File: src/hw/rtl/fstk_pkg.sv
// shared types and constants for the forth source tokenizer
package fstk_pkg;

  localparam int DEF_MAX_TEXT_BYTES   = 65536;
  localparam int DEF_MAX_NUMBER_CHARS = 128;

  // result queue depth, room for two pushes per word plus drain slack
  localparam int OQ_DEPTH = 4;

  // token kinds
  localparam logic [2:0] KIND_INT        = 3'd0;
  localparam logic [2:0] KIND_STR        = 3'd1;
  localparam logic [2:0] KIND_FLASH      = 3'd2;
  localparam logic [2:0] KIND_SYM        = 3'd3;
  localparam logic [2:0] KIND_OPEN_STR   = 3'd4;
  localparam logic [2:0] KIND_OPEN_FLASH = 3'd5;
  localparam logic [2:0] KIND_END        = 3'd6;

  typedef struct packed {
    logic [2:0]         kind;
    logic signed [31:0] int_value;
    logic [15:0]        start;
    logic [15:0]        length;
    logic               last;
  } tok_t;

  // up to two results from one word; second only with the first
  typedef struct packed {
    logic vld0;
    logic vld1;
    tok_t r0;
    tok_t r1;
  } tok_pair_t;

endpackage

File: src/hw/rtl/fstk_lex.sv
// scanner state and per-word token decision
module fstk_lex #(
  parameter int MAX_TEXT_BYTES   = fstk_pkg::DEF_MAX_TEXT_BYTES,
  parameter int MAX_NUMBER_CHARS = fstk_pkg::DEF_MAX_NUMBER_CHARS
) (
  input  logic                clk,
  input  logic                rst_n,
  input  logic                go,
  input  logic [7:0]          text_byte,
  input  logic                end_of_text,
  output fstk_pkg::tok_pair_t res
);
  import fstk_pkg::*;

  localparam int POS_W = $clog2(MAX_TEXT_BYTES + 1);

  // scan modes; the pending ones stand for held-back lookahead bytes
  localparam logic [3:0] M_IDLE  = 4'd0;
  localparam logic [3:0] M_INT   = 4'd1;
  localparam logic [3:0] M_SYM   = 4'd2;
  localparam logic [3:0] M_STR   = 4'd3;
  localparam logic [3:0] M_FLASH = 4'd4;
  localparam logic [3:0] M_FLSP  = 4'd5;  // flash text, space held
  localparam logic [3:0] M_PMIN  = 4'd6;  // '-' held
  localparam logic [3:0] M_PS    = 4'd7;  // 's' held
  localparam logic [3:0] M_PDOT  = 4'd8;  // '.' held
  localparam logic [3:0] M_PSQ   = 4'd9;  // 's"' held
  localparam logic [3:0] M_PDP   = 4'd10; // '.(' held

  logic [3:0]       mode_r, mode_nxt;
  logic [POS_W-1:0] pos_r, pos_nxt;
  logic [31:0]      acc_r, acc_nxt;
  logic             neg_r, neg_nxt;
  logic [15:0]      start_r, start_nxt;
  logic [15:0]      len_r, len_nxt;

  logic [15:0] pos16, pm1, pm2, len_p1, len_p2;
  logic [35:0] prod;
  logic [31:0] acc_step, int_val;
  logic        full, is_dig, is_spc, is_sym, num_ok;
  logic        tok_vld, restart;
  tok_t        tok, end_tok;

  function automatic tok_t mk_tok(input logic [2:0] kind, input logic [31:0] val,
                                  input logic [15:0] start, input logic [15:0] length);
    tok_t t;
    t.kind      = kind;
    t.int_value = val;
    t.start     = start;
    t.length    = length;
    t.last      = 1'b1;
    return t;
  endfunction

  assign pos16  = 16'(pos_r);
  assign pm1    = pos16 - 16'd1;
  assign pm2    = pos16 - 16'd2;
  assign len_p1 = (len_r == 16'hffff) ? 16'hffff : len_r + 16'd1;
  assign len_p2 = (len_r >= 16'hfffe) ? 16'hffff : len_r + 16'd2;
  assign full   = pos_r >= POS_W'(MAX_TEXT_BYTES);
  assign num_ok = len_r < 16'(MAX_NUMBER_CHARS);

  assign is_dig = text_byte inside {[8'h30:8'h39]};
  assign is_spc = text_byte inside {8'h20, [8'h09:8'h0d]};
  assign is_sym = text_byte inside {[8'h61:8'h7a], [8'h41:8'h5a],
                                    8'h2b, 8'h2d, 8'h2a, 8'h2f, 8'h25, 8'h2e};

  // acc * 10 + digit, clamped at 2^31
  assign prod     = {1'b0, acc_r, 3'b000} + {3'b000, acc_r, 1'b0} + {32'd0, text_byte[3:0]};
  assign acc_step = (prod > 36'h080000000) ? 32'h80000000 : prod[31:0];
  assign int_val  = neg_r ? (32'd0 - acc_r)
                          : ((acc_r > 32'h7fffffff) ? 32'h7fffffff : acc_r);

  always_comb begin
    mode_nxt  = mode_r;
    pos_nxt   = pos_r;
    acc_nxt   = acc_r;
    neg_nxt   = neg_r;
    start_nxt = start_r;
    len_nxt   = len_r;
    tok_vld   = 1'b0;
    tok       = mk_tok(KIND_INT, 32'd0, 16'd0, 16'd0);
    end_tok   = mk_tok(KIND_END, 32'd0, pos16, 16'd0);
    restart   = 1'b0;
    res       = '0;

    if (go && end_of_text) begin
      tok_vld = 1'b1;
      case (mode_r)
        M_INT: begin
          tok_vld = num_ok;
          tok     = mk_tok(KIND_INT, int_val, start_r, len_r);
        end
        M_SYM:   tok = mk_tok(KIND_SYM, 32'd0, start_r, len_r);
        M_STR:   tok = mk_tok(KIND_OPEN_STR, 32'd0, start_r, len_r);
        M_FLASH: tok = mk_tok(KIND_OPEN_FLASH, 32'd0, start_r, len_r);
        M_FLSP:  tok = mk_tok(KIND_OPEN_FLASH, 32'd0, start_r, len_p1);
        M_PMIN, M_PS, M_PDOT: tok = mk_tok(KIND_SYM, 32'd0, pm1, 16'd1);
        M_PSQ, M_PDP:         tok = mk_tok(KIND_SYM, 32'd0, pm2, 16'd1);
        default: tok_vld = 1'b0;
      endcase
      mode_nxt  = M_IDLE;
      pos_nxt   = '0;
      acc_nxt   = '0;
      neg_nxt   = 1'b0;
      start_nxt = '0;
      len_nxt   = '0;
      res.vld0  = 1'b1;
      if (tok_vld) begin
        res.r0      = tok;
        res.r0.last = 1'b0;
        res.vld1    = 1'b1;
        res.r1      = end_tok;
      end else begin
        res.r0 = end_tok;
      end
    end else if (go && !full) begin
      pos_nxt = pos_r + POS_W'(1);
      case (mode_r)
        M_IDLE: restart = 1'b1;
        M_INT: begin
          if (is_dig) begin
            acc_nxt = acc_step;
            len_nxt = len_p1;
          end else begin
            tok_vld = num_ok;
            tok     = mk_tok(KIND_INT, int_val, start_r, len_r);
            restart = 1'b1;
          end
        end
        M_SYM: begin
          if (is_sym) begin
            len_nxt = len_p1;
          end else begin
            tok_vld = 1'b1;
            tok     = mk_tok(KIND_SYM, 32'd0, start_r, len_r);
            restart = 1'b1;
          end
        end
        M_STR: begin
          if (text_byte == 8'h22) begin
            tok_vld  = 1'b1;
            tok      = mk_tok(KIND_STR, 32'd0, start_r, len_r);
            mode_nxt = M_IDLE;
          end else begin
            len_nxt = len_p1;
          end
        end
        M_FLASH: begin
          if (text_byte == 8'h20) begin
            mode_nxt = M_FLSP;
          end else begin
            len_nxt = len_p1;
          end
        end
        M_FLSP: begin
          if (text_byte == 8'h29) begin
            tok_vld  = 1'b1;
            tok      = mk_tok(KIND_FLASH, 32'd0, start_r, len_r);
            mode_nxt = M_IDLE;
          end else if (text_byte == 8'h20) begin
            len_nxt = len_p1;
          end else begin
            len_nxt  = len_p2;
            mode_nxt = M_FLASH;
          end
        end
        M_PMIN, M_PS, M_PDOT: begin
          if (mode_r == M_PMIN && is_dig) begin
            mode_nxt  = M_INT;
            start_nxt = pm1;
            neg_nxt   = 1'b1;
            acc_nxt   = {28'd0, text_byte[3:0]};
            len_nxt   = 16'd2;
          end else if (mode_r == M_PS && text_byte == 8'h22) begin
            mode_nxt = M_PSQ;
          end else if (mode_r == M_PDOT && text_byte == 8'h28) begin
            mode_nxt = M_PDP;
          end else if (is_sym) begin
            mode_nxt  = M_SYM;
            start_nxt = pm1;
            len_nxt   = 16'd2;
          end else begin
            tok_vld = 1'b1;
            tok     = mk_tok(KIND_SYM, 32'd0, pm1, 16'd1);
            restart = 1'b1;
          end
        end
        M_PSQ, M_PDP: begin
          if (text_byte == 8'h20) begin
            mode_nxt  = (mode_r == M_PSQ) ? M_STR : M_FLASH;
            start_nxt = pos16 + 16'd1;
            len_nxt   = 16'd0;
          end else begin
            // lone 's' or '.' becomes a symbol, the '"' or '(' is skipped
            tok_vld = 1'b1;
            tok     = mk_tok(KIND_SYM, 32'd0, pm2, 16'd1);
            restart = 1'b1;
          end
        end
        default: mode_nxt = M_IDLE;
      endcase

      // the new byte seen from idle
      if (restart) begin
        if (is_dig) begin
          mode_nxt  = M_INT;
          start_nxt = pos16;
          neg_nxt   = 1'b0;
          acc_nxt   = {28'd0, text_byte[3:0]};
          len_nxt   = 16'd1;
        end else if (text_byte == 8'h2d) begin
          mode_nxt = M_PMIN;
        end else if (text_byte == 8'h73) begin
          mode_nxt = M_PS;
        end else if (text_byte == 8'h2e) begin
          mode_nxt = M_PDOT;
        end else if (is_sym && !is_spc) begin
          mode_nxt  = M_SYM;
          start_nxt = pos16;
          len_nxt   = 16'd1;
        end else begin
          mode_nxt = M_IDLE;
        end
      end

      res.vld0 = tok_vld;
      res.r0   = tok;
    end
  end

  always_ff @(posedge clk) begin
    if (!rst_n) begin
      mode_r <= M_IDLE;
      pos_r  <= '0;
    end else begin
      mode_r <= mode_nxt;
      pos_r  <= pos_nxt;
    end
  end

  always_ff @(posedge clk) begin
    acc_r   <= acc_nxt;
    neg_r   <= neg_nxt;
    start_r <= start_nxt;
    len_r   <= len_nxt;
  end

  a_second_only_at_end: assert property (@(posedge clk) disable iff (!rst_n)
    res.vld1 |-> (res.vld0 && go && end_of_text))
    else $error("second result outside end of text");

  a_end_clears: assert property (@(posedge clk) disable iff (!rst_n)
    (go && end_of_text) |=> (mode_r == M_IDLE && pos_r == '0))
    else $error("scanner not cleared after end of text");

  a_int_has_value_only: assert property (@(posedge clk) disable iff (!rst_n)
    (res.vld0 && res.r0.kind != KIND_INT) |-> (res.r0.int_value == 32'sd0))
    else $error("non-integer token carries a value");

endmodule

File: src/hw/rtl/fstk_outq.sv
// small result queue, up to two pushes and one pop per cycle, the pop held by out_stall
module fstk_outq (
  input  logic                clk,
  input  logic                rst_n,
  input  fstk_pkg::tok_pair_t push,
  output logic                room,
  output logic                out_valid,
  input  logic                out_stall,
  output fstk_pkg::tok_t      head
);
  import fstk_pkg::*;

  localparam int AW    = $clog2(OQ_DEPTH);
  localparam int CNT_W = AW + 1;

  tok_t             q_r [OQ_DEPTH];
  logic [AW-1:0]    wr_r, wr_nxt, rd_r, rd_nxt, wr_p1;
  logic [CNT_W-1:0] count_r, count_nxt;
  logic [1:0]       n_push;
  logic             pop;

  assign n_push    = {1'b0, push.vld0} + {1'b0, push.vld1};
  assign out_valid = count_r != '0;
  assign pop       = out_valid && !out_stall;
  assign room      = count_r <= CNT_W'(OQ_DEPTH - 2);
  assign head      = q_r[rd_r];
  assign wr_p1     = wr_r + AW'(1);

  always_comb begin
    wr_nxt    = wr_r + AW'(n_push);
    rd_nxt    = pop ? rd_r + AW'(1) : rd_r;
    count_nxt = count_r + CNT_W'(n_push) - CNT_W'(pop);
  end

  always_ff @(posedge clk) begin
    if (!rst_n) begin
      wr_r    <= '0;
      rd_r    <= '0;
      count_r <= '0;
    end else begin
      wr_r    <= wr_nxt;
      rd_r    <= rd_nxt;
      count_r <= count_nxt;
    end
  end

  always_ff @(posedge clk) begin
    if (push.vld0) begin
      q_r[wr_r] <= push.r0;
    end
    if (push.vld1) begin
      q_r[wr_p1] <= push.r1;
    end
  end

  a_no_overflow: assert property (@(posedge clk) disable iff (!rst_n)
    ((CNT_W + 1)'(count_r) + (CNT_W + 1)'(n_push)) <= (CNT_W + 1)'(OQ_DEPTH))
    else $error("result queue overflow");

  a_pop_follows: assert property (@(posedge clk) disable iff (!rst_n)
    (pop && n_push == 2'd0) |=> (count_r == $past(count_r) - CNT_W'(1)))
    else $error("queue count lost a pop");

endmodule

File: src/hw/rtl/forth_source_tokenizer_unit.sv
// forth source tokenizer top level: input register, scanner, result queue
//
//  channel | direction | handshake            | word
//  --------+-----------+----------------------+-------------------------------------
//  in_     | input     | in_valid / in_stall   | text_byte, end_of_text
//  out_    | output    | out_valid / out_stall | token_kind, int_value, token_start,
//          |           |                       | token_length, last_of_run
//
//  one input word per cycle while the result queue has room: the scanner settles each word in a single pass
//  a result passes the input register and the result queue before it shows on out_; an
//  end-of-text word can push two results (pending token, then end marker)
//  in_stall rises only while the 4-entry result queue has fewer than two free slots:
//  under a long out_stall, once three results wait the next word holds in the input register
//  synchronous active-low reset; no clearing pass, scanner is idle right after reset
module forth_source_tokenizer_unit #(
  parameter int MAX_TEXT_BYTES   = fstk_pkg::DEF_MAX_TEXT_BYTES,
  parameter int MAX_NUMBER_CHARS = fstk_pkg::DEF_MAX_NUMBER_CHARS
) (
  input  logic        clk,
  input  logic        rst_n,

  input  logic        in_valid,
  output logic        in_stall,
  input  logic [7:0]  in_text_byte,
  input  logic        in_end_of_text,

  output logic        out_valid,
  input  logic        out_stall,
  output logic [2:0]  out_token_kind,
  output logic signed [31:0] out_int_value,
  output logic [15:0] out_token_start,
  output logic [15:0] out_token_length,
  output logic        out_last_of_run
);
  import fstk_pkg::*;

  // input register
  logic       s1_vld_r, s1_vld_nxt;
  logic [7:0] s1_byte_r;
  logic       s1_end_r;

  logic       accept, advance, room;
  tok_pair_t  lex_res;
  tok_t       head;

  // the held word is handed to the scanner only when the queue can take
  // its worst case of two results
  assign advance  = s1_vld_r && room;
  assign in_stall = s1_vld_r && !room;
  assign accept   = in_valid && !in_stall;

  always_comb begin
    s1_vld_nxt = s1_vld_r;
    if (accept) begin
      s1_vld_nxt = 1'b1;
    end else if (advance) begin
      s1_vld_nxt = 1'b0;
    end
  end

  always_ff @(posedge clk) begin
    if (!rst_n) begin
      s1_vld_r <= 1'b0;
    end else begin
      s1_vld_r <= s1_vld_nxt;
    end
  end

  // payload only loads on accept, so a stalled word stays put
  always_ff @(posedge clk) begin
    if (accept) begin
      s1_byte_r <= in_text_byte;
      s1_end_r  <= in_end_of_text;
    end
  end

  // scanner: mode, held lookahead, value and position, all updated per word
  fstk_lex #(
    .MAX_TEXT_BYTES   (MAX_TEXT_BYTES),
    .MAX_NUMBER_CHARS (MAX_NUMBER_CHARS)
  ) u_lex (
    .clk         (clk),
    .rst_n       (rst_n),
    .go          (advance),
    .text_byte   (s1_byte_r),
    .end_of_text (s1_end_r),
    .res         (lex_res)
  );

  // results wait here for the consumer
  fstk_outq u_outq (
    .clk       (clk),
    .rst_n     (rst_n),
    .push      (lex_res),
    .room      (room),
    .out_valid (out_valid),
    .out_stall (out_stall),
    .head      (head)
  );

  assign out_token_kind   = head.kind;
  assign out_int_value    = head.int_value;
  assign out_token_start  = head.start;
  assign out_token_length = head.length;
  assign out_last_of_run  = head.last;

endmodule

File: config.mk
export PLATFORM = sky130hd
export DESIGN_NAME = forth_source_tokenizer_unit
export DESIGN_NICKNAME = d
export VERILOG_FILES = /design/src/hw/rtl/fstk_pkg.sv /design/src/hw/rtl/fstk_lex.sv /design/src/hw/rtl/fstk_outq.sv /design/src/hw/rtl/forth_source_tokenizer_unit.sv
export SDC_FILE = /design/constraint.sdc
export NUM_CORES = 1
export LEC_CHECK = 0
export ABC_AREA = 1
export ABC_CLOCK_PERIOD_IN_PS = 8800
export CAP_MARGIN = 30
export CELL_PAD_IN_SITES_DETAIL_PLACEMENT = 1
export CELL_PAD_IN_SITES_GLOBAL_PLACEMENT = 1
export CORE_AREA = 10 10 242 244
export CTS_BUF_LIST = sky130_fd_sc_hd__clkbuf_4 sky130_fd_sc_hd__clkbuf_8 sky130_fd_sc_hd__clkbuf_16
export DETAILED_ROUTE_END_ITERATION = 10
export DIE_AREA = 0 0 252 254
export DONT_BUFFER_PORTS = 1
export PLACE_DENSITY = 0.82
export SYNTH_ARGS = -nofsm -noshare
export SYNTH_HDL_FRONTEND = slang
export SYNTH_SLANG_ARGS = --single-unit
File: constraint.sdc
create_clock -name clk -period 8.8 [get_ports clk]
set_clock_uncertainty 0.1 [all_clocks]
set_input_delay 0.88 -clock clk [delete_from_list [all_inputs] [get_ports clk]]
set_output_delay 0.88 -clock clk [all_outputs]
set_load 0.01 [all_outputs]
After elaboration in Yosys (flattened, before gate mapping). Memory sizes are Yosys's and may differ from the RTL's. A register that Yosys moved wholly into a read port is not among the register bits. Index checks and enable logic that the tools add are counted.

$lt $le $gt $ge: 14. Mux-type cells: 104. Reductions and logical operators: 30. Equality and inequality tests: 28. Add/subtract/negate cells: 15. Bitwise logic cells: 1.

Operator list (count): $mux 68 (8); $mux 16 (30); $pmux 68 s7 (1); $pmux 68 s6 (1); $mux 67 (4); $mux 32 (7); $pmux 16 s7 (1); $eq 8x6->1 const B (10); $mux 66 (1); $mux 65 (1); $pmux 32 s2 (1); $mux 4 (14); $add 35x33->36 (1); $add 36x4->36 (1); $gt 36x32->1 const B (1); $add 16x1->16 const B (2); $gt 32x31->1 const B (1); $pmux 16 s2 (1); $sub 1x32->32 const A (1); $mux 1 (26); $pmux 4 s6 (1); $add 17x1->17 const B (1); $ge 17x17->1 const B (1); $add 16x2->16 const B (1); 42 further kinds (75).

Flip-flop bits (word level): 103. Input bits: 13. Logic and storage cells: 205. Memory bits (writable): 272. Memories: 1. Output and inout bits: 70.

Memory list: u_outq.q_r (depth 4, bits a word 68, rd ports 1, clocked after Yosys merged registers in 1, write ports 2, line fstk_outq.sv:16) `tok_t q_r [OQ_DEPTH];`.

Depth between registers and ports, before layout. Gate-level depths: netlist of the first run.

Word-level depth: 14. Mapped depth: 24. Mapped depth without buffers: 23.

By module. Synthesis of the first run repeated with hierarchy kept, for this count alone.

Cell total of the unflattened synthesis: 3589. Area total of the unflattened synthesis: 26087.5 sq um.

By module, submodules not included: fstk_outq (cells each 1399, instances 1, area each 13503.0 sq um, seq. area each 8348.0 sq um); fstk_lex (cells each 2171, instances 1, area each 12254.3 sq um, seq. area each 1721.7 sq um); forth_source_tokenizer_unit (cells each 19, instances 1, area each 330.3 sq um, seq. area each 290.3 sq um).

Least setup slack after synthesis of the first run. Ideal clock, no wire load.

Kind: register -> register. Start: reg s1_byte_r[3]. End: reg u_lex.acc_r[4]. Buffers on the path: 1. Period minus slack after synthesis: 3114 ps. Data required time: 8630 ps. Library setup time: 70 ps. Cell stages (with the launch flop): 23. Arrival time: 2944 ps. Path slack: 5686 ps. Path through: edfxtp_1 > inv_2 > fa_1 > fa_1 > inv_1 > nand2_1 > nand2_1 > and2_1 > nand2_1 > nand3_1 > nand2_1 > nand3_1 > nand2_1 > nor2_1 > nand2_1 > nor2_1 > nand2_1 > nand2_1 > buf_2 > nand3_1 > nand2_1 > nand2_1 > a21oi_1.

Cells in the longest elaborated chain, start to end: 11. Elaborated cells on any way between the ends: 39. Classes of those cells: add/sub: 1; order compare: 7; eq/ne: 9; mux: 15; reduce/logical: 7.

RTL lines: start, declared (line forth_source_tokenizer_unit.sv:39) `logic [7:0] s1_byte_r;`; start signal, assigned (line forth_source_tokenizer_unit.sv:72) `s1_byte_r <= in_text_byte;`; parallel branches: the longest is 10 deep, another holds $add 36x4->36; $mux 32 (*) (line fstk_lex.sv:205) `if (restart) begin`; end signal, assigned (line fstk_lex.sv:243) `acc_r <= acc_nxt;`; end, declared (line fstk_lex.sv:32) `logic [31:0] acc_r, acc_nxt;`.

Mark *: on every way between the ends. The select of a mux whose other input is x is not followed. A chain may end at the register's enable or synchronous reset.

==> results of run 1 <==
flip-flops by register name (all words and copies together), names as in the netlist, named ones only:
signal          flops
s1_byte_r           8
s1_end_r            1
s1_vld_r            1
u_lex.acc_r        32
u_lex.len_r        16
u_lex.mode_r        4
u_lex.neg_r         1
u_lex.pos_r        17
u_lex.start_r      16
u_outq.count_r      3
u_outq.q_r        272
u_outq.rd_r         2
u_outq.wr_r         2
critical path, stage by stage (launching register included):
cell and delay [ns]:
dfxtp_1 0.43, nand2_2 0.19, o21ai_2 0.60, inv_2 0.26, nor2_4 0.19, nand3_4 0.15, nand2_4 0.14, nor2_4 0.04
o211ai_2 0.09, a21oi_4 0.15, nor2_4 0.27, clkinv_2 0.77, nand2_1 1.06
placed cells by master (no fill, tap or decap), types with 10 or more instances in the layout:
master / count
nand2_1: 751
nor2_1: 376
nand3_1: 313
inv_1: 306
o21ai_0: 296
dfxtp_1: 290
o21ai_1: 168
a21oi_1: 159
o22ai_1: 130
edfxtp_1: 85
ha_1: 76
xor2_1: 52
clkbuf_16: 44
o211ai_1: 40
nor3_1: 38
inv_2: 32
buf_4: 25
nand4_1: 23
o221ai_1: 23
clkbuf_4: 14
nand3b_1: 13
nor2_2: 12
a31oi_1: 10
a22oi_1: 10
cell usage after synthesis, drive strengths merged, types with 13 or more instances:
cell type	n	area share, %
buf	69	1.8
ha	76	4.0
nand4	24	0.66
dfxtp	292	25
nand3	315	6.7
nand2	759	12
inv	342	5.4
clkbuf	129	2.0
o221ai	23	0.85
a21oi	160	3.4
xor2	52	1.9
nand3b	13	0.41
o22ai	131	3.5
o211ai	41	1.3
o21ai	466	9.8
nor2	397	6.6
edfxtp	85	11
nor3	41	0.98
final timing paths:
kind / end / slack [ns] / depth (start not counted)
max: u_outq.q_r[3][24]$_DFFE_PP_ / 3.93 / 12
min: s1_end_r$_DFFE_PP_ / 0.29 / 0
max reg2reg: u_outq.q_r[3][24]$_DFFE_PP_ / 3.93 / 12
min reg2reg: u_outq.q_r[2][14]$_SDFFE_PP0P_ / 0.36 / 2
power breakdown:
part / switching (W) / total [W] / leakage, nW / internal (W)
sequential: 0.000168 / 0.00207 / 3.17 / 0.00190
clock: 0.000769 / 0.00185 / 0.719 / 0.00108
combinational: 0.00123 / 0.00166 / 6.55 / 0.000433
layer usage:
layer  routed length [um]  up-vias
met5                   53        -
met4                 2340        8
met3                 6950      163
met2                42100      893
met1                42300    12476
li1                     -    11685
through the flow:
stage | util [%] | total power [W] | instances | cell area (sq um) | setup WS (ns)
after floorplan | - | 0.00319 | 3519 | 23800 | 5.69
after global placement | 44.8 | 0.00366 | 4041 | 24000 | 4.22
after detailed placement | 44.9 | 0.00373 | 4046 | 24100 | 4.00
after CTS | 47.6 | 0.00556 | 4123 | 25500 | 3.96
after global routing | 47.6 | 0.00584 | 4126 | 25500 | 3.62
final | 47.6 | 0.00558 | 4126 | 25500 | 3.93
kinds of logic (layout without fill, tap and decap cells):
group / after synthesis / count (layout)
xor+xnor: 58 / 58
flops: 377 / 377
buf+inv: 548 / 457
other cells: 0 / 2
simple gates: 1573 / 1573
compound gates: 884 / 884
fa+ha+maj: 79 / 79
area by class of cell:
type / count / area [sq um]
Inverter: 350 / 1320
Antenna cell: 2 / 5.00
Timing Repair Buffer: 30 / 274
Fill cell: 6997 / 28100
Clock buffer: 64 / 1290
Multi-Input combinational cell: 2594 / 13200
Tap cell: 696 / 871
Clock inverter: 13 / 148
Sequential cell: 377 / 8400
==> summary.md, run 1 <==
| Metric | Value |
|---|---|
| Post-synthesis mux area share | `0%` |
| Antenna violations before repair | `6` |
| Vias in the first global route | `25214` |
| Post-synthesis sequential area ratio | `35.3%` |
| WS Path Type | `reg2reg` |
| Min Clock Period, post-route | `4.87 ns` |
| Met1 Use GR | `37.9%` |
| Crit Reg-Reg Startpoint | `u_lex.mode_r[2]$_SDFFE_PP0P_` |
| Adder-cell share of the synthesized area | `4.25%` |
| Pleak | `10.4 nW` |
| FF+latch count, synth | `377` |
| Final HPWL DP | `66000 um` |
| CTS tree | `built` |
| Fmax | `205 MHz` |
| Row count | `85` |
| HP Class | `in2reg` |
| DRT iter0 DRCs | `2150` |
| GR peak layer | `met2` |
| GR Overflow Total | `0` |
| # port buffers | `0` |
| Die X | `252 um` |
| Unrepaired setup endpoints after global routing | `no` |
| CTS Hold Bufs | `0` |
| Largest family of logic cells by synthesized area | `simple AND/OR/NAND/NOR gates` |
| Maximum VDD drop | `0.000197 V` |
| Clock Latency Late Sink | `0.59 ns` |
| Net Count, Synth | `3611` |
| Count of unique library cells instantiated by Yosys | `61` |
| Layout cells sized above 1 | `5.54%` |
| Tcrit/Tclk final | `55.3%` |
| Num CTS Buffers | `43` |
| Clock buffer depth | `3` |
| Vias | `25225` |
| Avg Cell Area, Syn | `6.77 sq um` |
| Critical path origin | `u_lex.mode_r[2]$_SDFFE_PP0P_` |
| Vias per inst | `6.11` |
| NumNets Final | `3488` |
| Largest fanout on the critical path | `57` |
| CP startpoint kind | `register` |
| CP Capture Type | `register` |
| Initial core utilization | `44.4%` |
| Met3 Use GR | `5.54%` |
| Max-cap check violation count | `0` |
| Largest net degree at the start of global routing | `91` |
| YS warnings | `0` |
| Layout Area Growth over Synthesis | `7.17%` |
| Worst-Margin Slew | `1.05 ns` |
| Hold_sp | `in_end_of_text` |
| CP arrival | `4.97 ns` |
| Final ANT Viol Nets | `0` |
| Synth Flop Type | `dfxtp_1` |
| H-tree levels | `2` |
| Reg clk slew, reported paths | `0.06 ns` |
| Total wire length | `93800 um` |
| Gr usage total | `28.3%` |
| Ports | `83` |
| P per Cell Area | `218 nW/um^2` |
| Outcome | `finished, final reports clean` |
| Synth Area in Simple Gates | `28.1%` |
| Clock root buffer | `clkbuf_16` |
| Core ar. | `53600 sq um` |
| Slew HR | `29.8%` |
| Final Hold Fails | `0` |
| Hold slack | `0.287 ns` |
| DR WL/cell | `22.7 um` |
| Setup TNS | `0 ns` |
| Required @ worst endpoint | `8.90 ns` |
| Synth Instances | `3519` |
| Initial DRT Pass Iterations | `5` |
| Ys async rst share | `0%` |
| First-pass GRT wire length | `145000 um` |
| Met2 Track Usage GR | `45.4%` |
| Post-synth EDFFs | `85` |
| Drc violations | `0` |
| Die height | `254 um` |
| Synth Area in XOR/XNOR | `2.13%` |
| Setup-failing EPs final | `0` |
| RD Place Congestion | `0.970` |
| Clock Sinks | `377` |
| Compound-gate portion of the synthesized area | `20.9%` |
| Die area | `64000 sq um` |
| Cell area after synthesis | `23800 sq um` |
| Post_cts resized | `0` |
| Final max-slew violation count | `0` |
| Post-CTS setup buffer count | `0` |
Note: power is estimated with default switching activity, not from simulation.
==> run 2, diff against run 1 <==
Settings changed: ABC_CLOCK_PERIOD_IN_PS 8800 to 4800.
Clock period 8.8 ns to 4.8 ns, I/O delays scaled along.
==> run 2 against run 1 <==
Against the previous run:
- worst setup slack got worse by 3.2 ns
- power rose by 87%
- maximum frequency rose by 21%
- non-clock buffer count rose by 38
- wire length rose by 1.9%
- sequential share of layout area fell by 0.52 points
- clock power rose by 92%
- flip-flop and latch count did not move
- global-route usage rose by 0.67 points
- critical path type unchanged
- critical endpoint is now u_lex.acc_r[17]$_SDFFE_PP0P_
- largest cell class unchanged
- highest routed layer is now met4
==> summary.md, run 2 (synthesis results as in run 1) <==
| Metric | Value |
|---|---|
| Outcome | `finished, final reports clean` |
| Post-layout util | `48.4%` |
| N_diodes | `0` |
| Post-CTS setup buffer count | `0` |
| Worst Reg-to-Reg Cells | `20` |
| Required @ worst endpoint | `5.21 ns` |
| Vias | `25527` |
| Max FFs per register | `272` |
| Core ar. | `53600 sq um` |
| GR Overflow Total | `0` |
| Layout Area Growth over Synthesis | `8.88%` |
| Hold Path Sink | `u_outq.rd_r[0]$_SDFFE_PN0P_` |
| DRT iter0 DRCs | `2088` |
| Final Hold Fails | `0` |
| Clock buffer depth | `3` |
| Setup-failing EPs final | `0` |
| Fin cells | `4166` |
| Total wire length | `95600 um` |
| Antenna violations before repair | `0` |
| Min Clock Period, post-route | `4.02 ns` |
| CTS Hold Bufs | `11` |
| Maximum VDD drop | `0.000275 V` |
| Most flops, register | `u_outq.q_r` |
| Commonest non-fill, non-tap cell in the layout | `nand2_1` |
| Setup TNS | `0 ns` |
| Hold Path Stages | `2` |
| Ports | `83` |
| Row count | `85` |
| Largest net degree at the start of global routing | `97` |
| First-pass GRT wire length | `148000 um` |
| Reg-to-reg setup timing slack | `0.78 ns` |
| Worst-Margin Slew | `1.12 ns` |
| Gr usage total | `29.0%` |
| Num CTS Buffers | `44` |
| Final max-slew violation count | `0` |
| Clock root buffer | `clkbuf_16` |
| Tcrit/Tclk final | `83.7%` |
| CP Capture Type | `register` |
| CP startpoint kind | `register` |
| Vias in the first global route | `25826` |
| Final HPWL DP | `66800 um` |
| DR WL/cell | `23.0 um` |
| Unrepaired setup endpoints after global routing | `no` |
| Slowest cell on the critical path | `fa_1` |
| Initial DRT Pass Iterations | `5` |
| Drc violations | `0` |
| Die height | `254 um` |
| Die area | `64000 sq um` |
| CP Cell Sequence | `inv_2, fa_1, inv_1, ha_1, nand3_1, nand3_1, xor2_1, nand2_1, nor2_1, nand2_1, nor2_1, nand3_1, nor2_1, nand2_1, nand2_1, buf_12, nand3_1, nand2_1, nand2_1, a21oi_1` |
| Clock Sinks | `377` |
| Commonest cells after routing, fill and taps aside | `nand2_1 (751), nor2_1 (376), nand3_1 (313)` |
| Top Registers | `u_outq.q_r: 272 flops, u_lex.acc_r: 32 flops, u_lex.pos_r: 17 flops` |
| CP most frequent cell | `nand2_1` |
| Top delay family on crit path | `simple AND/OR/NAND/NOR gates` |
| Die X | `252 um` |
| Reg clk slew, reported paths | `0.06 ns` |
| Total power | `0.0104 W` |
| CP max stage delay | `0.60 ns` |
| CTS tree | `built` |
| # port buffers | `0` |
| Largest fanout on the critical path | `21` |
| CP arrival | `4.43 ns` |
| WS Path Type | `reg2reg` |
| Inst Count DP | `4074` |
| Post_cts resized | `0` |
| H-tree levels | `2` |
| Layout cells sized above 1 | `6.22%` |
| Vias per inst | `6.13` |
| Final ANT Viol Nets | `0` |
| RD Place Congestion | `0.985` |
| Crit Reg-Reg Startpoint | `s1_byte_r[3]$_DFFE_PP_` |
| RR Endpoint | `u_lex.acc_r[17]$_SDFFE_PP0P_` |
| Clock Latency Late Sink | `0.60 ns` |
| HP Class | `in2reg` |
| Slew HR | `24.9%` |
| Pleak | `10.7 nW` |
| Initial core utilization | `44.4%` |
| Max-cap check violation count | `0` |
| NumNets Final | `3527` |
| Hold_sp | `out_stall` |
| Hold slack | `0.0220 ns` |
| Fmax | `249 MHz` |
| Buf+Inv Stages, Crit Path | `3` |
| P per Cell Area | `402 nW/um^2` |
-- run 2: changes by cell type in the layout (fill, tap and decap cells not counted), moves of 3 or more --
cell | previous run | this run
buf_12 | 0 | 5
buf_4 | 25 | 51
clkbuf_4 | 14 | 11
clkinv_1 | 9 | 14
dlygate4sd3_1 | 0 | 11
-- run 2: final cells by class --
type                    instances  area [sq um]
clock buffers                  63          1320
clock inverters                18           198
fillers                      7021         27700
inverters                     350          1320
multi-input cells            2594         13200
flip-flops and latches        377          8400
well taps                     696           871
repair buffers                 68           608
-- run 2: power breakdown --
group          internal, W  total (W)  switching (W)
sequential         0.00348    0.00377       0.000285
clock              0.00208    0.00355        0.00146
combinational     0.000833    0.00312        0.00228
-- run 2: routing by layer --
| layer | part of all wire (%) | track usage (%) |
|---|---|---|
| met1 | 45 | 38.9 |
| met2 | 45 | 47.0 |
| met3 | 7.4 | 4.93 |
| met4 | 2.4 | 8.27 |
| met5 | 0 | 0 |
-- run 2: worst max path at each step --
stage | depth (start not counted) | end | from | slack (ns)
final | 20 | u_lex.acc_r[17]$_SDFFE_PP0P_ | s1_byte_r[3]$_DFFE_PP_ | 0.78
after global routing | 22 | u_lex.acc_r[12]$_SDFFE_PP0P_ | s1_byte_r[3]$_DFFE_PP_ | 0.49
after floorplan | 22 | u_lex.acc_r[4]$_SDFFE_PP0P_ | s1_byte_r[3]$_DFFE_PP_ | 1.69
after global placement | 22 | u_lex.acc_r[14]$_SDFFE_PP0P_ | s1_byte_r[3]$_DFFE_PP_ | 1.03
after detailed placement | 20 | u_lex.acc_r[22]$_SDFFE_PP0P_ | s1_byte_r[3]$_DFFE_PP_ | 0.89
after CTS | 20 | u_lex.acc_r[17]$_SDFFE_PP0P_ | s1_byte_r[3]$_DFFE_PP_ | 0.84
-- run 2: worst reg2reg max path, stage by stage (launching register included) --
cell      delay, ns
edfxtp_1       0.44
inv_2          0.09
fa_1           0.60
inv_1          0.06
ha_1           0.30
nand3_1        0.08
nand3_1        0.14
xor2_1         0.30
nand2_1        0.13
nor2_1         0.13
nand2_1        0.08
nor2_1         0.18
nand3_1        0.14
nor2_1         0.12
nand2_1        0.08
nand2_1        0.34
buf_12         0.22
nand3_1        0.13
nand2_1        0.11
nand2_1        0.06
a21oi_1        0.12
-- run 2: per-stage QoR --
step           area (sq um)  setup slack (ns)
2_1_floorplan         23800              1.69
3_3_place_gp          24300              1.03
3_5_place_dp          24300             0.887
4_1_cts               25900             0.836
5_1_grt               25900             0.486
6_report              25900             0.780
==> run 3, diff against run 2 <==
Settings changed: ABC_AREA 1 to 0, ABC_CLOCK_PERIOD_IN_PS 4800 to 3900, CORE_AREA 10 10 242 244 to 10 10 235 237, DIE_AREA 0 0 252 254 to 0 0 245 247, PLACE_DENSITY 0.82 to 0.78.
Clock period 4.8 ns to 3.9 ns, I/O delays scaled along.
==> run 3 against run 2 <==
Against the previous run:
- the flow now finishes with violations (negative setup slack)
- maximum frequency down 1.8%
- critical endpoint is now u_lex.acc_r[18]$_SDFFE_PP0P_
- highest routed layer unchanged
- global-route usage down 2.1 points
- critical path depth down 3
- worst setup slack worse by 0.97 ns
- largest cell class unchanged
- flip-flop and latch count unchanged
- combinational power down 24%
==> summary.md, run 3 <==
| Metric | Value |
|---|---|
| CP max stage delay | `0.59 ns` |
| Max-cap check violation count | `0` |
| Worst-Margin Slew | `1.04 ns` |
| Tcrit/Tclk final | `105%` |
| Yosys top cell area share | `26.0%` |
| Maximum VDD drop | `0.000366 V` |
| Fmax | `244 MHz` |
| Commonest non-fill, non-tap cell in the layout | `o21ai_0` |
| Commonest cells after routing, fill and taps aside | `o21ai_0 (334), dfxtp_1 (288), nand2_1 (240)` |
| Min Clock Period, post-route | `4.09 ns` |
| Post-synth EDFFs | `85` |
| Synth Flop Type | `dfxtp_1` |
| Layout Area Growth over Synthesis | `17.0%` |
| Hold slack | `0.0882 ns` |
| Avg Cell Area, Syn | `8.62 sq um` |
| CP Capture Type | `register` |
| Slowest cell on the critical path | `fa_2` |
| Final ANT Viol Nets | `0` |
| Synth area leaders | `dfxtp_1 (26%), edfxtp_1 (11%), o21ai_0 (7.8%)` |
| Final HPWL DP | `57800 um` |
| Die area | `60500 sq um` |
| # port buffers | `0` |
| RD Place Congestion | `0.937` |
| DRT iter0 DRCs | `2067` |
| CP most frequent cell | `inv_2` |
| Die X | `245 um` |
| Setup-failing EPs final | `29` |
| Met1 Use GR | `35.7%` |
| Reg clk slew, reported paths | `0.06 ns` |
| Ports | `83` |
| WS Path Type | `reg2reg` |
| Clock Sinks | `377` |
| NumNets Final | `2768` |
| Inst Count DP | `3283` |
| Largest fanout on the critical path | `6` |
| Met2 Track Usage GR | `44.2%` |
| Vias per inst | `6.50` |
| First-pass GRT wire length | `130000 um` |
| Largest net degree at the start of global routing | `99` |
| Met3 Use GR | `4.69%` |
| Most common cell in the netlist | `o21ai_0` |
| Max FFs per register | `272` |
| Vias in the first global route | `22413` |
| Drc violations | `0` |
| Post-synthesis sequential area ratio | `37.4%` |
| Top Registers | `u_outq.q_r: 272 flops, u_lex.acc_r: 32 flops, u_lex.pos_r: 17 flops` |
| CTS tree | `built` |
| Slew HR | `30.2%` |
| Ys async rst share | `0%` |
| Initial core utilization | `44.3%` |
| Fin cells | `3386` |
| Outcome | `complete, but fails checks` |
| Net Count, Synth | `2699` |
| Antenna violations before repair | `1` |
| Initial DRT Pass Iterations | `6` |
| GR peak layer | `met2` |
| GR Overflow Total | `0` |
| CP arrival | `4.51 ns` |
| Clock Latency Late Sink | `0.60 ns` |
| FF+latch count, synth | `377` |
| CP startpoint kind | `register` |
| Die height | `247 um` |
| Commonest cells post-synth | `o21ai_0 (348), dfxtp_1 (292), nand2_1 (246)` |
| Cell area after synthesis | `22500 sq um` |
| Required @ worst endpoint | `4.32 ns` |
| Num CTS Buffers | `41` |
| Clock buffer depth | `3` |
| Post-synth top area cell | `dfxtp_1` |
| DR WL/cell | `25.3 um` |
| Final max-slew violation count | `0` |
| Count of unique library cells instantiated by Yosys | `100` |
| Filler cell count in the final layout | `5922` |
| Gr usage total | `26.8%` |
| Failing checks | `negative setup slack` |
| Total wire length | `85800 um` |
| H-tree levels | `2` |
| Worst Slack Setup Final | `-0.194 ns` |
| Vias | `22022` |
| HP Class | `in2reg` |
| Clock root buffer | `clkbuf_16` |
| Core ar. | `50700 sq um` |
| Synth Instances | `2606` |
| Layout cells sized above 1 | `18.7%` |
| YS warnings | `0` |
| Most flops, register | `u_outq.q_r` |
| P per Cell Area | `417 nW/um^2` |
| CP Cell Sequence | `inv_2, fa_2, inv_2, ha_4, a21o_1, nand4_1, a211o_2, buf_6, nand3_4, and4_1, nor4b_2, or4_4, nor4_4, buf_4, o211ai_4, clkbuf_16, o21ai_4` |
| Pleak | `9.76 nW` |
| Row count | `83` |
| Unrepaired setup endpoints after global routing | `yes` |
| Final Hold Fails | `0` |
-- run 3: changes by cell type after synthesis, moves of 68 or more --
cell | previous run | this run
o21ai_1 | 168 | 21
mux4_2 | 0 | 68
inv_1 | 307 | 32
nor2_1 | 379 | 167
nand2_1 | 751 | 246
o22ai_1 | 130 | 31
nand3_1 | 313 | 240
-- run 3: area by class of cell --
cell class | count | area (sq um) | share of cell area, %
clock inverter | 16 | 225 | 0.857
clock buffer | 57 | 1240 | 4.70
tap | 680 | 851 | 3.24
sequential | 377 | 8410 | 32.0
multi-input combinational | 1967 | 13300 | 50.8
timing repair buffer | 252 | 2080 | 7.92
inverter | 36 | 135 | 0.514
antenna | 1 | 2.50 | 0.00952
-- run 3: critical path, delay by kind of cell, from the launching register on --
family,cells,cell delay [ns]
and+or+nand+nor,6,1.29
adders and majority gates,2,0.85
AOI/OAI and AO/OA,4,0.81
buffers and inverters,5,0.63
DFF,1,0.34
-- run 3: logic make-up after synthesis --
kind of cell	share of synthesized area [%]
DFF	37.4
xor gates and xnor gates	2.73
and+or+nand+nor	19.4
AOI/OAI and AO/OA	23.5
muxes	7.62
adders and majority gates	4.56
buffers and inverters	4.79
-- run 3: worst paths after layout --
kind	from	endpoint	slack, ns	cells past startpoint
worst min register to register	u_outq.q_r[2][3]$_SDFFE_PP0P_	u_outq.q_r[2][3]$_SDFFE_PP0P_	0.36	2
worst min-delay path	out_stall	register	0.09	4
worst max-delay path	u_lex.acc_r[2]$_SDFFE_PP0P_	u_lex.acc_r[18]$_SDFFE_PP0P_	-0.19	17
worst max register to register	u_lex.acc_r[2]$_SDFFE_PP0P_	u_lex.acc_r[18]$_SDFFE_PP0P_	-0.19	17
-- run 3: through the flow --
stage	utilization, %	area (sq um)	setup slack [ns]	total power (W)	setup TNS, ns
finish	51.9	26300	-0.194	0.0109	-4.37
global route	51.9	26300	-0.361	0.0113	-9.00
CTS	51.1	25900	-0.248	0.0109	-5.93
detailed placement	47.7	24200	-0.336	0.00671	-10.71
global placement	47.7	24200	-0.178	0.00663	-3.20
floorplan	-	22500	0.00986	0.00589	0
-- run 3: power by group --
group          internal, W  total (W)  switching (W)  leakage [nW]
Clock              0.00245    0.00421        0.00176         0.726
Combinational     0.000937    0.00238        0.00145          5.87
Sequential         0.00412    0.00436       0.000233          3.16
-- run 3: repair_timing --
action / CTS / global route
buffers inserted: 3 / 10
gates resized for setup: 34 / 47
pin swaps: 16 / 23
hold buffers: 11 / 0
cloned: 2 / 2
endpoints found under the hold margin: 19 / 0
setup endpoints to repair: 80 / 88
-- run 3: routing by layer --
| layer | up-vias | part of all wire (%) | wire length (um) |
|---|---|---|---|
| li1 | 9856 | - | - |
| met4 | 0 | 2.5 | 2110 |
| met1 | 11176 | 43 | 37300 |
| met3 | 157 | 7.6 | 6510 |
| met2 | 833 | 47 | 39900 |
| met5 | - | 0 | 0 |
